**src/hw/rtl/nss_pkg.sv**
```systemverilog
// Shared types and constants for the naive substring search block.
`default_nettype none
package nss_pkg;

   localparam int MAX_LEN = 64;
   localparam int LEN_W   = $clog2(MAX_LEN + 1);
   localparam int ADDR_W  = $clog2(MAX_LEN);
   localparam int CHAR_W  = 8;

   typedef logic [LEN_W-1:0]  len_type;
   typedef logic [ADDR_W-1:0] addr_type;
   typedef logic [CHAR_W-1:0] char_type;

   localparam char_type NUL_CHAR     = '0;
   localparam logic     MODE_TEXT    = 1'b0;
   localparam logic     MODE_PATTERN = 1'b1;

   typedef enum logic [1:0] {
      ST_IDLE,
      ST_FETCH,
      ST_COMPARE,
      ST_FINISH
   } state_type;

   typedef struct packed {
      logic busy;
      logic done;
      logic found;
   } status_type;

endpackage
`default_nettype wire

```
**src/hw/rtl/nss_store.sv**
```systemverilog
// Character store: one write port, one registered read port.
`default_nettype none
module nss_store (
   input  wire logic             clock,
   input  wire logic             wr_en,
   input  wire nss_pkg::addr_type wr_addr,
   input  wire nss_pkg::char_type wr_data,
   input  wire nss_pkg::addr_type rd_addr,
   output nss_pkg::char_type      rd_data
);
   import nss_pkg::*;

   char_type mem [MAX_LEN];
   char_type rd_data_ff;

   always_ff @(posedge clock) begin
      if (wr_en) begin
         mem[wr_addr] <= wr_data;
      end
      rd_data_ff <= mem[rd_addr];
   end

   assign rd_data = rd_data_ff;

endmodule
`default_nettype wire

```
**src/hw/rtl/nss_search.sv**
```systemverilog
// Search sequencer: walks start positions and pattern offsets through one comparator.
`default_nettype none
module nss_search (
   input  wire logic              clock,
   input  wire logic              reset,
   input  wire logic              start,
   input  wire nss_pkg::len_type  text_len,
   input  wire nss_pkg::len_type  pattern_len,
   input  wire nss_pkg::char_type text_data,
   input  wire nss_pkg::char_type pattern_data,
   output nss_pkg::addr_type      text_addr,
   output nss_pkg::addr_type      pattern_addr,
   output nss_pkg::status_type    status
);
   import nss_pkg::*;

   state_type state_ff, state_in;
   len_type   pos_ff, pos_in;
   len_type   k_ff, k_in;
   logic      found_ff, found_in;
   len_type   addr_sum;
   logic [LEN_W:0] next_end;

   always_ff @(posedge clock) begin
      if (reset) begin
         state_ff <= ST_IDLE;
      end else begin
         state_ff <= state_in;
      end
   end

   always_ff @(posedge clock) begin
      pos_ff   <= pos_in;
      k_ff     <= k_in;
      found_ff <= found_in;
   end

   assign addr_sum     = pos_ff + k_ff;
   assign text_addr    = addr_sum[ADDR_W-1:0];
   assign pattern_addr = k_ff[ADDR_W-1:0];
   assign next_end     = {1'b0, pos_ff} + {1'b0, pattern_len} + {{LEN_W{1'b0}}, 1'b1};

   always_comb begin
      state_in     = state_ff;
      pos_in       = pos_ff;
      k_in         = k_ff;
      found_in     = found_ff;
      status.busy  = 1'b1;
      status.done  = 1'b0;
      status.found = found_ff;
      unique case (state_ff)
         ST_IDLE: begin
            status.busy = 1'b0;
            pos_in      = '0;
            k_in        = '0;
            found_in    = 1'b0;
            if (start) begin
               if (pattern_len == '0 || pattern_len > text_len) begin
                  state_in = ST_FINISH;
               end else begin
                  state_in = ST_FETCH;
               end
            end
         end
         ST_FETCH: begin
            state_in = ST_COMPARE;
         end
         ST_COMPARE: begin
            if (text_data == pattern_data) begin
               if (k_ff + len_type'(1) == pattern_len) begin
                  found_in = 1'b1;
                  state_in = ST_FINISH;
               end else begin
                  k_in     = k_ff + len_type'(1);
                  state_in = ST_FETCH;
               end
            end else if (next_end > {1'b0, text_len}) begin
               state_in = ST_FINISH;
            end else begin
               pos_in   = pos_ff + len_type'(1);
               k_in     = '0;
               state_in = ST_FETCH;
            end
         end
         ST_FINISH: begin
            status.done = 1'b1;
            state_in    = ST_IDLE;
         end
         default: begin
            state_in = ST_IDLE;
         end
      endcase
   end

endmodule
`default_nettype wire

```
**src/hw/rtl/naive_substring_search.sv**
```systemverilog
// Top level of the naive substring search block: string loading, result register.
// A text or pattern beat gives no result.
// A pattern terminator runs the search: each byte comparison passes the FETCH and COMPARE
// states through one comparator and the registered store reads, then the result beat waits
// in an output register. No beat is taken during the search, nor a new search while it waits.
// Reset clears lengths, flags and the result valid bit; the result values and the stores hold no reset value.
`default_nettype none
module naive_substring_search (
   input  wire logic              clock,
   input  wire logic              reset,
   input  wire logic              req_valid,
   output logic                   req_ready,
   input  wire logic              req_mode,
   input  wire nss_pkg::char_type req_ch,
   output logic                   rsp_valid,
   input  wire logic              rsp_ready,
   output logic                   rsp_found,
   output logic                   rsp_overflow
);
   import nss_pkg::*;

   len_type    text_len_ff, pattern_len_ff;
   logic       text_done_ff, over_ff;
   logic       rsp_valid_ff, rsp_found_ff, rsp_overflow_ff;
   logic       accept, is_term, is_search;
   logic       text_wr, pattern_wr;
   addr_type   text_wr_addr;
   addr_type   text_rd_addr, pattern_rd_addr;
   char_type   text_rd_data, pattern_rd_data;
   status_type status;

   assign is_term   = (req_ch == NUL_CHAR);
   assign is_search = (req_mode == MODE_PATTERN) && is_term;
   assign req_ready = !status.busy && !(is_search && rsp_valid_ff);
   assign accept    = req_valid && req_ready;

   assign text_wr = accept && (req_mode == MODE_TEXT) && !is_term
                    && (text_done_ff || text_len_ff < len_type'(MAX_LEN));
   assign text_wr_addr = text_done_ff ? '0 : text_len_ff[ADDR_W-1:0];
   assign pattern_wr = accept && (req_mode == MODE_PATTERN) && !is_term
                       && (pattern_len_ff < len_type'(MAX_LEN));

   always_ff @(posedge clock) begin
      if (reset) begin
         text_len_ff    <= '0;
         pattern_len_ff <= '0;
         text_done_ff   <= 1'b0;
         over_ff        <= 1'b0;
         rsp_valid_ff   <= 1'b0;
      end else begin
         if (rsp_valid_ff && rsp_ready) begin
            rsp_valid_ff <= 1'b0;
         end
         if (status.done) begin
            rsp_valid_ff   <= 1'b1;
            pattern_len_ff <= '0;
         end
         if (accept) begin
            if (req_mode == MODE_TEXT) begin
               if (is_term) begin
                  text_done_ff <= 1'b1;
               end else if (text_done_ff) begin
                  text_done_ff <= 1'b0;
                  text_len_ff  <= len_type'(1);
               end else if (text_len_ff < len_type'(MAX_LEN)) begin
                  text_len_ff <= text_len_ff + len_type'(1);
               end else begin
                  over_ff <= 1'b1;
               end
            end else if (is_term) begin
               over_ff <= 1'b0;
            end else if (pattern_len_ff < len_type'(MAX_LEN)) begin
               pattern_len_ff <= pattern_len_ff + len_type'(1);
            end else begin
               over_ff <= 1'b1;
            end
         end
      end
   end

   always_ff @(posedge clock) begin
      if (accept && is_search) begin
         rsp_overflow_ff <= over_ff;
      end
      if (status.done) begin
         rsp_found_ff <= status.found;
      end
   end

   assign rsp_valid    = rsp_valid_ff;
   assign rsp_found    = rsp_found_ff;
   assign rsp_overflow = rsp_overflow_ff;

   nss_store u_text_store (
      .clock   (clock),
      .wr_en   (text_wr),
      .wr_addr (text_wr_addr),
      .wr_data (req_ch),
      .rd_addr (text_rd_addr),
      .rd_data (text_rd_data)
   );

   nss_store u_pattern_store (
      .clock   (clock),
      .wr_en   (pattern_wr),
      .wr_addr (pattern_len_ff[ADDR_W-1:0]),
      .wr_data (req_ch),
      .rd_addr (pattern_rd_addr),
      .rd_data (pattern_rd_data)
   );

   nss_search u_search (
      .clock        (clock),
      .reset        (reset),
      .start        (accept && is_search),
      .text_len     (text_len_ff),
      .pattern_len  (pattern_len_ff),
      .text_data    (text_rd_data),
      .pattern_data (pattern_rd_data),
      .text_addr    (text_rd_addr),
      .pattern_addr (pattern_rd_addr),
      .status       (status)
   );

endmodule
`default_nettype wire
```
**config.mk**
```make
export PLATFORM = sky130hd
export DESIGN_NAME = naive_substring_search
export DESIGN_NICKNAME = d
export VERILOG_FILES = /design/src/hw/rtl/nss_pkg.sv /design/src/hw/rtl/nss_store.sv /design/src/hw/rtl/nss_search.sv /design/src/hw/rtl/naive_substring_search.sv
export SDC_FILE = /design/constraint.sdc
export NUM_CORES = 1
export LEC_CHECK = 0
export BUFFER_PORTS_ARGS = -buffer_cell sky130_fd_sc_hd__buf_2
export CAP_MARGIN = 20
export CORE_MARGIN = 3
export CORE_UTILIZATION = 40
export DETAILED_ROUTE_END_ITERATION = 6
export SYNTH_ARGS = -nofsm -noshare
export SYNTH_HDL_FRONTEND = slang
export SYNTH_SLANG_ARGS = --single-unit
```
**constraint.sdc**
```tcl
create_clock -name clock -period 4.25 [get_ports clock]
set_input_delay 1.0625 -clock clock [delete_from_list [all_inputs] [get_ports clock]]
set_output_delay 1.0625 -clock clock [all_outputs]
set_load 0.02 [all_outputs]
```
==> flow_summary.yaml <==
synthesis:
  ys_warn_count: 0
  synthAdderAreaFrac: 0.009949
  yosysTopAreaCellShare: 0.7268
  synth.net_count: 2220
  synth_simple_gate_area_frac: 0.04393
  synth_edf_count: 1041
  synth_top_family_by_area: "multiplexers"
  async_flop_share: 0
  synthTopCellsByCount: "edfxtp_1, mux4_2, nor2_1"
  synth-xor-area-share: 0.009222
  yosysMostFrequentCell: "edfxtp_1"
  synth_seq_cells: 1076
  netlist_area_um2: 43010
  netlist_instances: 2174
  syn_area_per_cell_um2: 19.78
  synth_top_area_cell: "edfxtp_1"
  synth-compound-area-share: 0.02458
  yosysSeqAreaShare: 0.7431
  yosysUniqueCellTypes: 60
  synth_mux_area_frac: 0.1558
  synth.area.top_cells: "edfxtp_1, mux4_2, dfxtp_1, nor2_1, mux2i_1"
  synthFlopType: "edfxtp_1"
floorplan:
  rows: 119
  start_util: 0.4057
  die_width_um: 333.9
  die-area_um2: 111500
  pin_count: 17
  die_y_um: 333.9
  core_area_um2: 106000
global_route:
  grt_pass1_vias: 22340
  grt_pass1_wl_mm: 150.1
  grt_usage: 0.1806
  grt_max_degree: 119
  overflow: 0
  antenna_found_initial: 3
setup_path:
  critPathRequiredTime_ps: 3190
  cp_max_fo: 7
  critPathLaunchType: "input port"
  crit_arrival_ps: 2960
  end_kind: "primary output"
  crit_type: "input port to primary output"
route:
  num_vias: 21540
  remaining_drc_errors: 1
  dr.first_iter.drc_count: 2356
  ant_nets: 0
  routed_wl_mm: 100.4
  route.detailed.wl_per_inst_um: 26.13
  firstDrtPassIters: 7
  viasPerCell: 5.607
clock_network:
  cts_resized: 1
  cts_tree: "built"
  cts_buffers: 107
  clock_path_buffers: 3
  path_clk_slew_ps: 60
  post-cts-setup-buffer-count: 0
  root_buffer: "clkbuf_16"
  cts_num_sinks: 1076
  ctsHoldBuffers: 0
  htreeDepth: 3
  insertion_delay_ps: 690
power_and_ir_drop:
  p_leak_uw: 0.01542
  peakVddDrop_uv: 312.3
  power.density_nw_per_um2: 434.1
cells_and_area:
  postLayoutCoreUtil: 0.4653
  syn2layout_area_growth_pct: 14.69
  fin_nets: 2402
  instances_no_fill: 3841
  drive_above_1_share: 0.2639
timing:
  final_max_slew_viol_count: 0
  setup_violations: 0
  maxSlewHeadroom: 0.3427
  tns_ps: 0
  whs_ps: 454.1
  fin_skew_ps: 37.06
  min_period_ps: 4027
  min_period_over_period: 0.9476
  max_freq_mhz: 248.3
  hold_violations: 0
  tightest_slew_ps: 986.0
  rsz0062_at_grt: "no"
place:
  dp_cells: 3638
  portBuffers: 16
  dp_hpwl_mm: 62.20
  routabilityCongestion: 0.8633
status:
  status: "finished, violations left"
  violations: "DRC"
flow_run:
  drv_cap: 0
worst_hold_path:
  hold_class: "flip-flop to flip-flop"
[area by class of cell]
class / count / area [um2]
fillers: 8845 / 56690
flip-flops and latches: 1076 / 31960
multi-input cells: 964 / 10560
clock buffers: 136 / 2908
well taps: 1391 / 1740
repair buffers: 186 / 1476
clock inverters: 65 / 600.6
inverters: 21 / 78.83
diodes: 2 / 5.005
[final timing paths]
kind | startpoint | to | slack, ps | cells after the start
setup / recovery | req_ch[7] | req_ready | 220 | 7
hold / removal | over_ff | rsp_overflow | 450 | 0
setup reg to reg | pattern_len_ff[0] | u_search.k_ff[4] | 330 | 15
hold reg to reg | over_ff | rsp_overflow | 450 | 0
[power by group]
part	switching, uW	internal (uW)	total [uW]
Clock	4000	5300	9300
Combinational	330	115	446
Sequential	20.7	11600	11700
Total	4350	17100	21400
[flip-flops by register name, summed over array words and instances (netlist names)]
| signal | flops |
|---|---|
| rsp_valid | 1 |
| u_search.found_ff | 1 |
| u_search.pos_ff | 7 |
| u_search.k_ff | 7 |
| text_len_ff | 7 |
| text_done_ff | 1 |
| u_pattern_store.mem | 512 |
| over_ff | 1 |
| pattern_len_ff | 7 |
| rsp_found | 1 |
| rsp_overflow | 1 |
| u_text_store.mem | 512 |
| u_search.state_ff | 2 |
| u_pattern_store.rd_data | 8 |
| u_text_store.rd_data | 8 |
[kinds of logic (layout without fill, tap and decap cells)]
| kind of cell | Yosys count | in the layout |
|---|---|---|
| buffers and inverters | 134 | 408 |
| XOR/XNOR | 39 | 39 |
| flip-flops | 1076 | 1076 |
| AND/OR/NAND/NOR | 399 | 399 |
| AO/OA/AOI/OAI | 157 | 157 |
| adder cells (fa/ha/maj) | 33 | 33 |
| multiplexers | 336 | 336 |
| other | 0 | 2 |
[metrics by stage]
stage / setup slack, ps / power (uW) / instance area [um2]
after detailed placement: -164.3 / 12350 / 45800
final: 222.9 / 21410 / 49330
after CTS: 219.1 / 21610 / 49320
after global routing: 91.68 / 22100 / 49320
after floorplan: 258.8 / 12050 / 43010
after global placement: -158.4 / 12330 / 45800
[placed cells by master (no fill, tap or decap), drive strengths merged, types with 16 or more instances in the layout]
| master | instances |
|---|---|
| ha | 31 |
| mux4 | 265 |
| edfxtp | 1041 |
| clkbuf | 136 |
| o221ai | 23 |
| a21oi | 33 |
| mux2 | 16 |
| mux2i | 55 |
| and3 | 22 |
| nand2 | 32 |
| xnor2 | 30 |
| buf | 186 |
| clkinv | 46 |
| nor2 | 173 |
| nor3 | 17 |
| nand3 | 76 |
| nor2b | 16 |
| nand4 | 27 |
| inv | 28 |
| dfxtp | 35 |
| o21ai | 38 |
[layer usage]
metal | global-route usage | wire length [um] | vias up
met2 | 0.2932 | 48830 | 759
li1 | - | - | 9322
met1 | 0.2536 | 42570 | 11280
met4 | 0.05761 | 3069 | 0
met5 | 0 | 0 | -
met3 | 0.02648 | 5912 | 173
[critical path, stage by stage]
cell and delay, ps:
buf_4 190, nor4_4 590, nand2_1 350, nor2_1 250
nor3_1 160, buf_4 170, buf_2 150
No activity file was read; power rests on OpenSTA's default activity.
